--- config.mk ---
export PLATFORM = sky130hd
export DESIGN_NAME = double_ended_queue
export DESIGN_NICKNAME = d
export VERILOG_FILES = /design/src/rtl/deq_pkg.sv /design/src/rtl/deq_ram.sv /design/src/rtl/deq_front.sv /design/src/rtl/deq_back.sv /design/src/rtl/double_ended_queue.sv
export SDC_FILE = /design/constraint.sdc
export NUM_CORES = 1
export LEC_CHECK = 0
export BUFFER_PORTS_ARGS = -buffer_cell sky130_fd_sc_hd__buf_4
export CELL_PAD_IN_SITES_DETAIL_PLACEMENT = 1
export CELL_PAD_IN_SITES_GLOBAL_PLACEMENT = 1
export CORE_ASPECT_RATIO = 0.7
export CORE_MARGIN = 4
export CORE_UTILIZATION = 40
export DETAILED_ROUTE_END_ITERATION = 8
export GPL_ROUTABILITY_DRIVEN = 0
export PLACE_DENSITY = 0.73
export SYNTH_ARGS = -nofsm -noshare
export SYNTH_HDL_FRONTEND = slang
export SYNTH_SLANG_ARGS = --single-unit
--- constraint.sdc ---
create_clock -name clk_i -period 9.65 [get_ports clk_i]
set_input_delay 0.4825 -clock clk_i [delete_from_list [all_inputs] [get_ports clk_i]]
set_output_delay 0.4825 -clock clk_i [all_outputs]
set_load 0.01 [all_outputs]
--- src/rtl/deq_pkg.sv ---
// ----------------------------------------------------------------------------
// deq_pkg: shared types and codes for the double-ended queue
// Operation codes, result status codes and the request type that moves
// between the front and back parts.
// ----------------------------------------------------------------------------
`default_nettype none

package deq_pkg;

  localparam int unsigned DEPTH_DEF = 16;
  localparam int unsigned WORD_W    = 32;
  localparam int unsigned KIND_W    = 3;
  localparam int unsigned STATUS_W  = 2;

  localparam logic [KIND_W-1:0] KIND_PUSH_FRONT = 3'd0;
  localparam logic [KIND_W-1:0] KIND_PUSH_REAR  = 3'd1;
  localparam logic [KIND_W-1:0] KIND_POP_FRONT  = 3'd2;
  localparam logic [KIND_W-1:0] KIND_POP_REAR   = 3'd3;
  localparam logic [KIND_W-1:0] KIND_DUMP       = 3'd4;

  localparam logic [STATUS_W-1:0] ST_DONE  = 2'd0;
  localparam logic [STATUS_W-1:0] ST_EMPTY = 2'd1;
  localparam logic [STATUS_W-1:0] ST_FULL  = 2'd2;

  typedef enum logic [2:0] {
    OP_PUSH_FRONT,
    OP_PUSH_REAR,
    OP_POP_FRONT,
    OP_POP_REAR,
    OP_DUMP
  } op_e;

  typedef struct packed {
    op_e                      op;
    logic signed [WORD_W-1:0] value;
  } req_t;

endpackage

`default_nettype wire

--- src/rtl/deq_ram.sv ---
// ----------------------------------------------------------------------------
// deq_ram: generic single-port-write, single-port-read RAM
// One write and one registered read per cycle; read data holds when the
// read enable is low.
// ----------------------------------------------------------------------------
`default_nettype none

module deq_ram #(
  parameter int unsigned WIDTH = 32,
  parameter int unsigned DEPTH = 16
) (
  input  logic                     clk_i,
  input  logic                     we_i,
  input  logic [$clog2(DEPTH)-1:0] waddr_i,
  input  logic [WIDTH-1:0]         wdata_i,
  input  logic                     re_i,
  input  logic [$clog2(DEPTH)-1:0] raddr_i,
  output logic [WIDTH-1:0]         rdata_o
);

  logic [WIDTH-1:0] mem_q [DEPTH];
  logic [WIDTH-1:0] rdata_q;

  always_ff @(posedge clk_i) begin
    if (we_i) begin
      mem_q[waddr_i] <= wdata_i;
    end
    if (re_i) begin
      rdata_q <= mem_q[raddr_i];
    end
  end

  assign rdata_o = rdata_q;

endmodule

`default_nettype wire

--- src/rtl/deq_front.sv ---
// ----------------------------------------------------------------------------
// deq_front: request intake and classification
// Decodes the kind of each request, drops unused kinds and holds decoded
// requests in a two-entry queue for the back part.
// ----------------------------------------------------------------------------
`default_nettype none

module deq_front (
  input  logic                                clk_i,
  input  logic                                rst_ni,
  input  logic                                in_valid_i,
  output logic                                in_stall_o,
  input  logic [deq_pkg::KIND_W-1:0]          in_kind_i,
  input  logic signed [deq_pkg::WORD_W-1:0]   in_value_i,
  output logic                                cmd_valid_o,
  output deq_pkg::req_t                       cmd_o,
  input  logic                                cmd_pop_i
);
  import deq_pkg::*;

  localparam int unsigned QD  = 2;
  localparam int unsigned QAW = $clog2(QD);
  localparam int unsigned QCW = $clog2(QD + 1);

  req_t            q_q [QD];
  logic [QAW-1:0]  wr_ptr_q, wr_ptr_d;
  logic [QAW-1:0]  rd_ptr_q, rd_ptr_d;
  logic [QCW-1:0]  cnt_q, cnt_d;
  logic            keep;
  op_e             op;
  logic            push;
  logic            pop;

  always_comb begin
    keep = 1'b1;
    op   = OP_DUMP;
    case (in_kind_i)
      KIND_PUSH_FRONT: op = OP_PUSH_FRONT;
      KIND_PUSH_REAR:  op = OP_PUSH_REAR;
      KIND_POP_FRONT:  op = OP_POP_FRONT;
      KIND_POP_REAR:   op = OP_POP_REAR;
      KIND_DUMP:       op = OP_DUMP;
      default:         keep = 1'b0;
    endcase
  end

  assign in_stall_o  = (cnt_q == QCW'(QD));
  assign push        = in_valid_i && !in_stall_o && keep;
  assign cmd_valid_o = (cnt_q != '0);
  assign pop         = cmd_valid_o && cmd_pop_i;
  assign cmd_o       = q_q[rd_ptr_q];

  always_comb begin
    wr_ptr_d = push ? wr_ptr_q + QAW'(1) : wr_ptr_q;
    rd_ptr_d = pop ? rd_ptr_q + QAW'(1) : rd_ptr_q;
    cnt_d    = cnt_q;
    if (push && !pop) begin
      cnt_d = cnt_q + QCW'(1);
    end else if (pop && !push) begin
      cnt_d = cnt_q - QCW'(1);
    end
  end

  always_ff @(posedge clk_i) begin
    if (push) begin
      q_q[wr_ptr_q] <= '{op: op, value: in_value_i};
    end
  end

  always_ff @(posedge clk_i or negedge rst_ni) begin
    if (!rst_ni) begin
      wr_ptr_q <= '0;
      rd_ptr_q <= '0;
      cnt_q    <= '0;
    end else begin
      wr_ptr_q <= wr_ptr_d;
      rd_ptr_q <= rd_ptr_d;
      cnt_q    <= cnt_d;
    end
  end

endmodule

`default_nettype wire

--- src/rtl/deq_back.sv ---
// ----------------------------------------------------------------------------
// deq_back: ring execution and result output
// Keeps the front index and entry count, reads and writes the ring RAM, steps
// through dumps a word per cycle unless stalled; drives the result register.
// ----------------------------------------------------------------------------
`default_nettype none

module deq_back #(
  parameter int unsigned DEPTH = deq_pkg::DEPTH_DEF
) (
  input  logic                                clk_i,
  input  logic                                rst_ni,
  input  logic                                cmd_valid_i,
  input  deq_pkg::req_t                       cmd_i,
  output logic                                cmd_pop_o,
  output logic                                out_valid_o,
  input  logic                                out_stall_i,
  output logic [deq_pkg::STATUS_W-1:0]        out_status_o,
  output logic signed [deq_pkg::WORD_W-1:0]   out_data_o,
  output logic                                out_last_o
);
  import deq_pkg::*;

  localparam int unsigned AW  = $clog2(DEPTH);
  localparam int unsigned AWP = AW + 1;
  localparam int unsigned CW  = $clog2(DEPTH + 1);
  localparam logic [AW:0]   DEPTH_W  = AWP'(DEPTH);
  localparam logic [AW-1:0] DEPTH_M1 = AW'(DEPTH - 1);
  localparam logic [CW-1:0] DEPTH_C  = CW'(DEPTH);

  function automatic logic [AW-1:0] wrap_add(input logic [AW-1:0] a,
                                             input logic [AW-1:0] b);
    logic [AW:0] s;
    s = {1'b0, a} + {1'b0, b};
    if (s >= DEPTH_W) begin
      s = s - DEPTH_W;
    end
    return s[AW-1:0];
  endfunction

  logic [AW-1:0]        front_q, front_d;
  logic [CW-1:0]        count_q, count_d;
  logic [AW-1:0]        idx_q, idx_d;

  logic                 pend_v_q, pend_v_d;
  logic [STATUS_W-1:0]  pend_status_q, res_status;
  logic [WORD_W-1:0]    pend_data_q, res_data;
  logic                 pend_last_q, res_last;
  logic                 pend_ram_q, res_ram;

  logic                 out_v_q;
  logic [STATUS_W-1:0]  out_status_q;
  logic [WORD_W-1:0]    out_data_q;
  logic                 out_last_q;

  logic                 out_ready;
  logic                 go;
  logic                 full;
  logic                 empty;
  logic [CW-1:0]        count_m1;
  logic [CW-1:0]        idx_p1;

  logic                 ram_we;
  logic [AW-1:0]        ram_waddr;
  logic                 ram_re;
  logic [AW-1:0]        ram_raddr;
  logic [WORD_W-1:0]    ram_rdata;

  assign out_ready = !out_v_q || !out_stall_i;
  assign go        = cmd_valid_i && (!pend_v_q || out_ready);
  assign full      = (count_q == DEPTH_C);
  assign empty     = (count_q == '0);
  assign count_m1  = count_q - CW'(1);
  assign idx_p1    = CW'(idx_q) + CW'(1);

  always_comb begin
    front_d    = front_q;
    count_d    = count_q;
    idx_d      = idx_q;
    cmd_pop_o  = go;
    res_status = ST_DONE;
    res_data   = '0;
    res_last   = 1'b1;
    res_ram    = 1'b0;
    ram_we     = 1'b0;
    ram_waddr  = wrap_add(front_q, count_q[AW-1:0]);
    ram_re     = 1'b0;
    ram_raddr  = front_q;
    case (cmd_i.op)
      OP_PUSH_FRONT, OP_PUSH_REAR: begin
        if (full) begin
          res_status = ST_FULL;
        end else begin
          res_data = cmd_i.value;
          ram_we   = go;
          count_d  = go ? count_q + CW'(1) : count_q;
          if (cmd_i.op == OP_PUSH_FRONT) begin
            ram_waddr = wrap_add(front_q, DEPTH_M1);
            front_d   = go ? ram_waddr : front_q;
          end
        end
      end
      OP_POP_FRONT, OP_POP_REAR: begin
        if (empty) begin
          res_status = ST_EMPTY;
        end else begin
          res_ram = 1'b1;
          ram_re  = go;
          count_d = go ? count_m1 : count_q;
          if (cmd_i.op == OP_POP_FRONT) begin
            front_d = go ? wrap_add(front_q, AW'(1)) : front_q;
          end else begin
            ram_raddr = wrap_add(front_q, count_m1[AW-1:0]);
          end
        end
      end
      OP_DUMP: begin
        if (empty) begin
          res_status = ST_EMPTY;
        end else begin
          res_ram   = 1'b1;
          ram_re    = go;
          ram_raddr = wrap_add(front_q, idx_q);
          res_last  = (idx_p1 == count_q);
          cmd_pop_o = go && res_last;
          if (go) begin
            idx_d = res_last ? '0 : idx_p1[AW-1:0];
          end
        end
      end
      default: begin
        res_status = ST_EMPTY;
      end
    endcase
  end

  always_comb begin
    pend_v_d = pend_v_q;
    if (go) begin
      pend_v_d = 1'b1;
    end else if (out_ready) begin
      pend_v_d = 1'b0;
    end
  end

  deq_ram #(
    .WIDTH(WORD_W),
    .DEPTH(DEPTH)
  ) u_ram (
    .clk_i  (clk_i),
    .we_i   (ram_we),
    .waddr_i(ram_waddr),
    .wdata_i(cmd_i.value),
    .re_i   (ram_re),
    .raddr_i(ram_raddr),
    .rdata_o(ram_rdata)
  );

  always_ff @(posedge clk_i) begin
    if (go) begin
      pend_status_q <= res_status;
      pend_data_q   <= res_data;
      pend_last_q   <= res_last;
      pend_ram_q    <= res_ram;
    end
    if (pend_v_q && out_ready) begin
      out_status_q <= pend_status_q;
      out_data_q   <= pend_ram_q ? ram_rdata : pend_data_q;
      out_last_q   <= pend_last_q;
    end
  end

  always_ff @(posedge clk_i or negedge rst_ni) begin
    if (!rst_ni) begin
      front_q  <= '0;
      count_q  <= '0;
      idx_q    <= '0;
      pend_v_q <= 1'b0;
      out_v_q  <= 1'b0;
    end else begin
      front_q  <= front_d;
      count_q  <= count_d;
      idx_q    <= idx_d;
      pend_v_q <= pend_v_d;
      if (out_ready) begin
        out_v_q <= pend_v_q;
      end
    end
  end

  assign out_valid_o  = out_v_q;
  assign out_status_o = out_status_q;
  assign out_data_o   = out_data_q;
  assign out_last_o   = out_last_q;

endmodule

`default_nettype wire

--- src/rtl/double_ended_queue.sv ---
// ----------------------------------------------------------------------------
// double_ended_queue: bounded deque of signed 32-bit words
// A push or pop result passes the pending register, then the output register.
// Throughput: one push or pop per cycle while the output is not stalled; a
// dump reads the ring RAM once per stored word, one empty result if empty.
// Reset: asynchronous, active low; empties the queue, ring contents undefined.
// ----------------------------------------------------------------------------
`default_nettype none

module double_ended_queue #(
  parameter int unsigned DEPTH = deq_pkg::DEPTH_DEF
) (
  input  logic                                clk_i,
  input  logic                                rst_ni,
  input  logic                                in_valid_i,
  output logic                                in_stall_o,
  input  logic [deq_pkg::KIND_W-1:0]          in_kind_i,
  input  logic signed [deq_pkg::WORD_W-1:0]   in_value_i,
  output logic                                out_valid_o,
  input  logic                                out_stall_i,
  output logic [deq_pkg::STATUS_W-1:0]        out_status_o,
  output logic signed [deq_pkg::WORD_W-1:0]   out_data_o,
  output logic                                out_last_o
);
  import deq_pkg::*;

  logic cmd_valid;
  req_t cmd;
  logic cmd_pop;

  deq_front u_front (
    .clk_i      (clk_i),
    .rst_ni     (rst_ni),
    .in_valid_i (in_valid_i),
    .in_stall_o (in_stall_o),
    .in_kind_i  (in_kind_i),
    .in_value_i (in_value_i),
    .cmd_valid_o(cmd_valid),
    .cmd_o      (cmd),
    .cmd_pop_i  (cmd_pop)
  );

  deq_back #(
    .DEPTH(DEPTH)
  ) u_back (
    .clk_i       (clk_i),
    .rst_ni      (rst_ni),
    .cmd_valid_i (cmd_valid),
    .cmd_i       (cmd),
    .cmd_pop_o   (cmd_pop),
    .out_valid_o (out_valid_o),
    .out_stall_i (out_stall_i),
    .out_status_o(out_status_o),
    .out_data_o  (out_data_o),
    .out_last_o  (out_last_o)
  );

endmodule

`default_nettype wire

==> results of run 1 <==
-- layout by cell type, fill, tap and decap left out, types with 18 or more instances in the layout --
cell	n
a21oi_1	39
o211ai_1	34
nor2_4	19
nor2b_1	40
xnor2_1	19
mux2i_1	131
o21ai_0	33
a221o_1	93
buf_4	112
and2_1	35
dfrtp_1	18
a22oi_1	32
clkbuf_16	72
clkbuf_1	18
mux2_2	99
nand2_1	65
edfxtp_1	685
a221oi_1	62
-- cell families after synthesis --
logic type,share of synthesized area
AO/OA/AOI/OAI,0.0967
multiplexers,0.0852
buffers and inverters,0.0199
flip-flops,0.739
XOR/XNOR,0.00892
adder cells (fa/ha/maj),0.00914
AND/OR/NAND/NOR,0.0409
-- sequential cells by signal (all words and copies together) (netlist names), 4 cells and up --
name,cells
u_back.count_q,5
u_front.q_q,70
u_back.front_q,4
u_back.u_ram.rdata_o,32
u_back.out_data_o,32
u_back.idx_q,4
u_back.u_ram.mem_q,512
u_back.pend_data_q,32
-- cell type report --
type                    count  area [um^2]  share of cell area
clock buffers              91         1880              0.0584
flip-flops and latches    704        21000               0.652
diodes                      1         2.50           0.0000776
inverters                  16         60.1             0.00186
multi-input cells         847         7050               0.219
repair buffers            113          851              0.0264
clock inverters            26          173             0.00535
well taps                 954         1190              0.0370
-- power by group through the flow --
stage,clock network [mW],logic [mW],registers [mW]
floorplan,0,3.24,4.46
global placement,0,4.76,4.50
detailed placement,0,4.96,4.53
CTS,2.59,5.01,4.47
global route,2.72,5.36,4.51
finish,2.54,5.02,4.47
-- per-stage QoR --
step	util	total power, mW	hold slack [ps]	area (um^2)
after detailed placement	0.430	9.50	386	30200
after global routing	0.460	12.6	22.9	32300
after CTS	0.460	12.1	15.4	32300
final	0.460	12.0	47.7	32300
after floorplan	-	7.70	187	28500
after global placement	0.430	9.26	383	30200
-- worst min-delay path by stage --
stage,start,slack [ps],cells past startpoint,to
4_1_cts,in_value_i[7],20,1,u_front.q_q[0][7]$_DFFE_PP_
6_report,in_value_i[9],50,1,u_front.q_q[0][9]$_DFFE_PP_
3_5_place_dp,rst_ni,390,1,u_front.cnt_q[1]$_DFFE_PN0P_
5_1_grt,in_value_i[8],20,1,u_front.q_q[0][8]$_DFFE_PP_
3_3_place_gp,rst_ni,380,1,u_front.wr_ptr_q$_DFFE_PN0P_
2_1_floorplan,rst_ni,190,0,u_back.count_q[0]$_DFFE_PN0P_
-- routing by layer --
layer  vias to the layer above  routed length, um
met3                       135               4750
li1                       6908                  -
met4                         0               1850
met1                      8644              33700
met2                       603              36600
met5                         -                  0
==> run summary, run 1 <==
Status -> finished, final reports clean
Starting DRC count in detailed routing -> 1669
Sw frac -> 0.389
Half-perimeter wire length after detailed placement -> 42.5 mm
Number of synthesis warnings -> 0
Sort of element at the end of the critical path -> flop
Number of cells on the critical path -> 10
Met3 Usage GRT -> 0.0385
Number of standard-cell rows in the floorplan -> 81
Crit Reg-Reg Endpoint -> u_back.u_ram.rdata_o[14]$_DFFE_PP_
Net count reported at finish -> 1809
Hold-fix buffers, CTS -> 1
Distinct cell type count of the synthesized netlist -> 66
Post-synth top flop -> edfxtp_1
Part of the power in the clock network -> 0.211
Mean number of vias per cell -> 5.92
CTS root buf -> clkbuf_16
Number of search-and-repair iterations in the first detailed-routing pass -> 8
Reg2Reg Setup Slack -> 4750 ps
Horizontal die dimension -> 327 um
Layout Area Growth over Synthesis -> 13.3%
Synthesized Nets -> 1726
Total net switching power -> 4.67 mW
Leakage power -> 10.7 nW
Fraction of power consumed by sequential logic -> 0.371
Setup slack of the critical path after layout -> 4750 ps
Delay-heaviest family, CP -> compound AO/OA/AOI/OAI gates
Max Clock Skew -> 25.1 ps
Clock transition at the registers of the reported paths -> 70 ps
Critical-path cell list -> inv_1, ha_1, fa_1, a211oi_1, o21ai_1, nand2_4, buf_4, a221oi_1, a221o_1, o211ai_1
Commonest cells in the netlist -> edfxtp_1, mux2i_1, mux2_2
# placed instances -> 2633
Number of buffer and inverter instances along the worst setup path -> 2
Crit share post-route -> 0.508
Stage delay of the slowest cell on the critical path -> 930 ps
Critical Path Source Type -> flop
Least-Margin Pin Slew -> 1360 ps
Power density over the cells -> 373 nW/um^2
Post-DRT Antenna Nets -> 0
Boundary Pins -> 76
CORE AREA -> 70100 um^2
Global route overflow -> 0
Starting utilization of the core area -> 0.406
Most frequent cell after synthesis -> edfxtp_1
Maximum clock path buffer count -> 3
Num Clock Sinks -> 704
Maximum number of pins on one net before global-route repair -> 74
Total routing resource utilization after global routing -> 0.201
Clock period minus final worst setup slack -> 4900 ps
Setup crit end -> u_back.u_ram.rdata_o[14]$_DFFE_PP_
Vias in the first global route -> 17300
Number of antenna violations at the first check in global routing -> 0
Fraction of layout cells with a size suffix above 1 -> 0.186
Floorplan die area -> 75600 um^2
Setup repair after global routing missed its margin -> no
Synthesized instance count -> 1668
Routed vias -> 16300
Logic gate share of total power -> 0.417
CTS tree -> done
Min-delay worst type -> input port to flop
Cts bufs inserted -> 69
Req. time, crit path -> 10100 ps
Startpoint of the lowest-slack register-to-register path -> u_back.count_q[0]$_DFFE_PN0P_
Worst skew pair latency -> 620 ps
Die height -> 231 um
Setup Fix Bufs, Post-CTS -> 0
Worst Setup SP -> u_back.count_q[0]$_DFFE_PN0P_
Kind of critical path -> flop to flop
Biggest area contributors in the synthesized netlist -> edfxtp_1, mux2i_1, mux2_2
Fraction of met1 tracks used by global routing -> 0.279
Peak VDD IR -> 332 uV
Post-Place Setup Slack -> 4800 ps
Max stage delay cell, worst path -> nand2_4
Arrival time of data at the critical path endpoint -> 5350 ps
Port Buf Inserts -> 75
Relative slew margins -> 0.0940
Largest fanout of any net on the critical path -> 73
Number of synthesized register bits -> 704
Top cell type by total area after synthesis -> edfxtp_1
Post-CTS sizing -> 0
Maxcap violations -> 0
Finish-stage setup viols -> 0
Total of fill cells in the finished design -> 6714
Max Fclk -> 204 MHz
CTS H-tree lvls -> 3
Global-route met2 utilization -> 0.327
Post-synth EDFFs -> 685
Area share of the largest cell type after synthesis -> 0.723
Post-synthesis sequential area ratio -> 0.739
Setup tns final -> 0 ps
Avg Synthesized Cell Area -> 17.1 um^2
# DRC -> 0
Layer with the highest usage after global routing -> met2
Number of hold violations in the final report -> 0
DR WL/cell -> 27.9 um
First-pass GRT wire length -> 113 mm
Final instance count without filler cells -> 2752
Final Routed Wirelength -> 76.9 mm
Fraction of registers with async set or reset after synthesis -> 0.0270
Post-synthesis instance area -> 28500 um^2
Internal Pwr Total -> 7.36 mW
Final max-slew violation count -> 0
Worst r2r path cells -> 10
No activity file was read; power rests on OpenSTA's default activity.
==> run 2, diff against run 1 <==
==> constraint.sdc (replaced) <==
create_clock -name clk_i -period 4.87 [get_ports clk_i]
set_input_delay 0.2435 -clock clk_i [delete_from_list [all_inputs] [get_ports clk_i]]
set_output_delay 0.2435 -clock clk_i [all_outputs]
set_load 0.01 [all_outputs]
==> run summary, run 2 (synthesized netlist as in run 1, its figures left out) <==
Status -> finished, final reports clean
Max Fclk -> 249 MHz
Number of standard-cell rows in the floorplan -> 81
CTS H-tree lvls -> 3
Reg2Reg Setup Slack -> 850 ps
Part of the power in the clock network -> 0.212
Startpoint of the lowest-slack register-to-register path -> u_back.count_q[0]$_DFFE_PN0P_
Stage delay of the slowest cell on the critical path -> 600 ps
Min-delay worst type -> input port to flop
Relative slew margins -> 0.305
Capture endpoint of the worst hold path -> u_front.wr_ptr_q$_DFFE_PN0P_
Sw frac -> 0.385
Reg with most FFs -> u_back.u_ram.mem_q
Final Routed Wirelength -> 77.0 mm
Maximum clock path buffer count -> 3
First-pass GRT wire length -> 113 mm
Layout Area Growth over Synthesis -> 15.6%
CORE AREA -> 70100 um^2
Final max-slew violation count -> 0
Crit share post-route -> 0.825
Total net switching power -> 9.27 mW
Least-Margin Pin Slew -> 1040 ps
Kind of critical path -> flop to flop
CTS tree -> done
Crit Reg-Reg Endpoint -> u_back.u_ram.mem_q[3][15]$_DFFE_PP_
Delay-heaviest family, CP -> simple AND/OR/NAND/NOR gates
Cts bufs inserted -> 69
Req. time, crit path -> 5170 ps
Power density over the cells -> 732 nW/um^2
Boundary Pins -> 76
Num Clock Sinks -> 704
Maxcap violations -> 0
Final instance area -> 32900 um^2
Number of buffer and inverter instances along the worst setup path -> 2
Peak VDD IR -> 686 uV
Worst r2r path cells -> 10
Most frequent standard cell in the layout excluding fill and tap cells -> edfxtp_1
# placed instances -> 2645
Sort of element at the end of the critical path -> flop
Critical hold path startpoint -> in_valid_i
Total routing resource utilization after global routing -> 0.202
Post-CTS sizing -> 0
Total of fill cells in the finished design -> 6656
# DRC -> 0
Number of hold violations in the final report -> 0
Max Clock Skew -> 24.6 ps
Post-place instance area -> 30500 um^2
Vias in the first global route -> 17000
Starting utilization of the core area -> 0.406
Half-perimeter wire length after detailed placement -> 43.7 mm
Post-DRT Antenna Nets -> 0
Number of cells on the worst hold path -> 3
Leading cell types in the layout, fill and taps excluded -> edfxtp_1, mux2i_1, buf_4
Setup repair after global routing missed its margin -> no
Fraction of power consumed by sequential logic -> 0.368
Clock transition at the registers of the reported paths -> 60 ps
Largest register FFs -> 512
Leakage power -> 11.0 nW
Number of search-and-repair iterations in the first detailed-routing pass -> 5
Port Buf Inserts -> 75
Net count reported at finish -> 1855
Hold-fix buffers, CTS -> 35
Logic gate share of total power -> 0.419
CTS root buf -> clkbuf_16
Setup tns final -> 0 ps
Routed vias -> 16300
Critical-path cell list -> inv_1, ha_1, nor3b_1, a22o_1, or2_1, mux2i_1, xor2_1, nand2_1, nor2_4, buf_12
Diode count -> 0
Max stage delay cell, worst path -> nor2_4
Regs by FF count -> u_back.u_ram.mem_q x512, u_front.q_q x70
Clock period minus final worst setup slack -> 4020 ps
DR WL/cell -> 27.5 um
Starting DRC count in detailed routing -> 1685
Global route overflow -> 0
Arrival time of data at the critical path endpoint -> 4320 ps
Horizontal die dimension -> 327 um
Maximum number of pins on one net before global-route repair -> 71
Finish-stage setup viols -> 0
Die height -> 231 um
Number of antenna violations at the first check in global routing -> 0
Fraction of layout cells with a size suffix above 1 -> 0.188
Worst skew pair latency -> 620 ps
Critical Path Source Type -> flop
Setup Fix Bufs, Post-CTS -> 0
Final instance count without filler cells -> 2801
Largest fanout of any net on the critical path -> 20
Floorplan die area -> 75600 um^2
Internal Pwr Total -> 14.8 mW
Mean number of vias per cell -> 5.82
run 2: area by class of cell:
class | count | area (um^2) | area share
Clock inverter | 35 | 284 | 0.00863
Timing Repair Buffer | 159 | 1460 | 0.0443
Clock buffer | 86 | 1810 | 0.0551
Sequential cell | 704 | 21000 | 0.640
Inverter | 16 | 60.1 | 0.00183
Tap cell | 954 | 1190 | 0.0363
Multi-Input combinational cell | 847 | 7050 | 0.214
run 2: stage by stage:
| step | power, mW | setup slack, ps | hold WS [ps] | util |
|---|---|---|---|---|
| after floorplan | 15.3 | 773 | -52.1 | - |
| after global placement | 18.5 | 1080 | 144 | 0.434 |
| after detailed placement | 19.0 | 918 | 151 | 0.434 |
| after CTS | 24.2 | 898 | 10.3 | 0.469 |
| after global routing | 25.2 | 651 | 31.2 | 0.469 |
| final | 24.1 | 853 | 40.8 | 0.469 |
run 2: power groups by stage:
stage	Sequential, mW	Combinational [mW]	Clock (mW)
after floorplan	8.85	6.42	0
after global placement	8.95	9.58	0
after detailed placement	9.00	9.95	0
after CTS	8.88	10.1	5.22
after global routing	8.96	10.8	5.50
final	8.88	10.1	5.12
run 2: how the worst max path moves through the flow:
stage / slack [ps] / cells past startpoint / start / end
after CTS: 900 / 10 / u_back.count_q[0]$_DFFE_PN0P_ / u_back.u_ram.mem_q[3][26]$_DFFE_PP_
after global placement: 1080 / 10 / u_back.count_q[0]$_DFFE_PN0P_ / u_back.u_ram.mem_q[3][15]$_DFFE_PP_
after detailed placement: 920 / 10 / u_back.count_q[0]$_DFFE_PN0P_ / u_back.u_ram.mem_q[3][15]$_DFFE_PP_
after global routing: 650 / 10 / u_back.count_q[0]$_DFFE_PN0P_ / u_back.u_ram.mem_q[3][26]$_DFFE_PP_
after floorplan: 770 / 10 / u_back.count_q[0]$_DFFE_PN0P_ / u_back.u_ram.mem_q[7][0]$_DFFE_PP_
final: 850 / 10 / u_back.count_q[0]$_DFFE_PN0P_ / u_back.u_ram.mem_q[3][15]$_DFFE_PP_
run 2: routing by layer:
layer  track usage  vias to the layer above  wire length, um
met5       0.00448                        -               45
met4        0.0506                        2             1820
met2         0.326                      567            36400
met1         0.280                     8603            33600
met3        0.0430                      130             5140
li1              -                     6990                -
run 2: tightest hold or removal path, cell delays in order:
cell	delay (ps)
buf_4	110
nand3b_1	170
xnor2_1	90
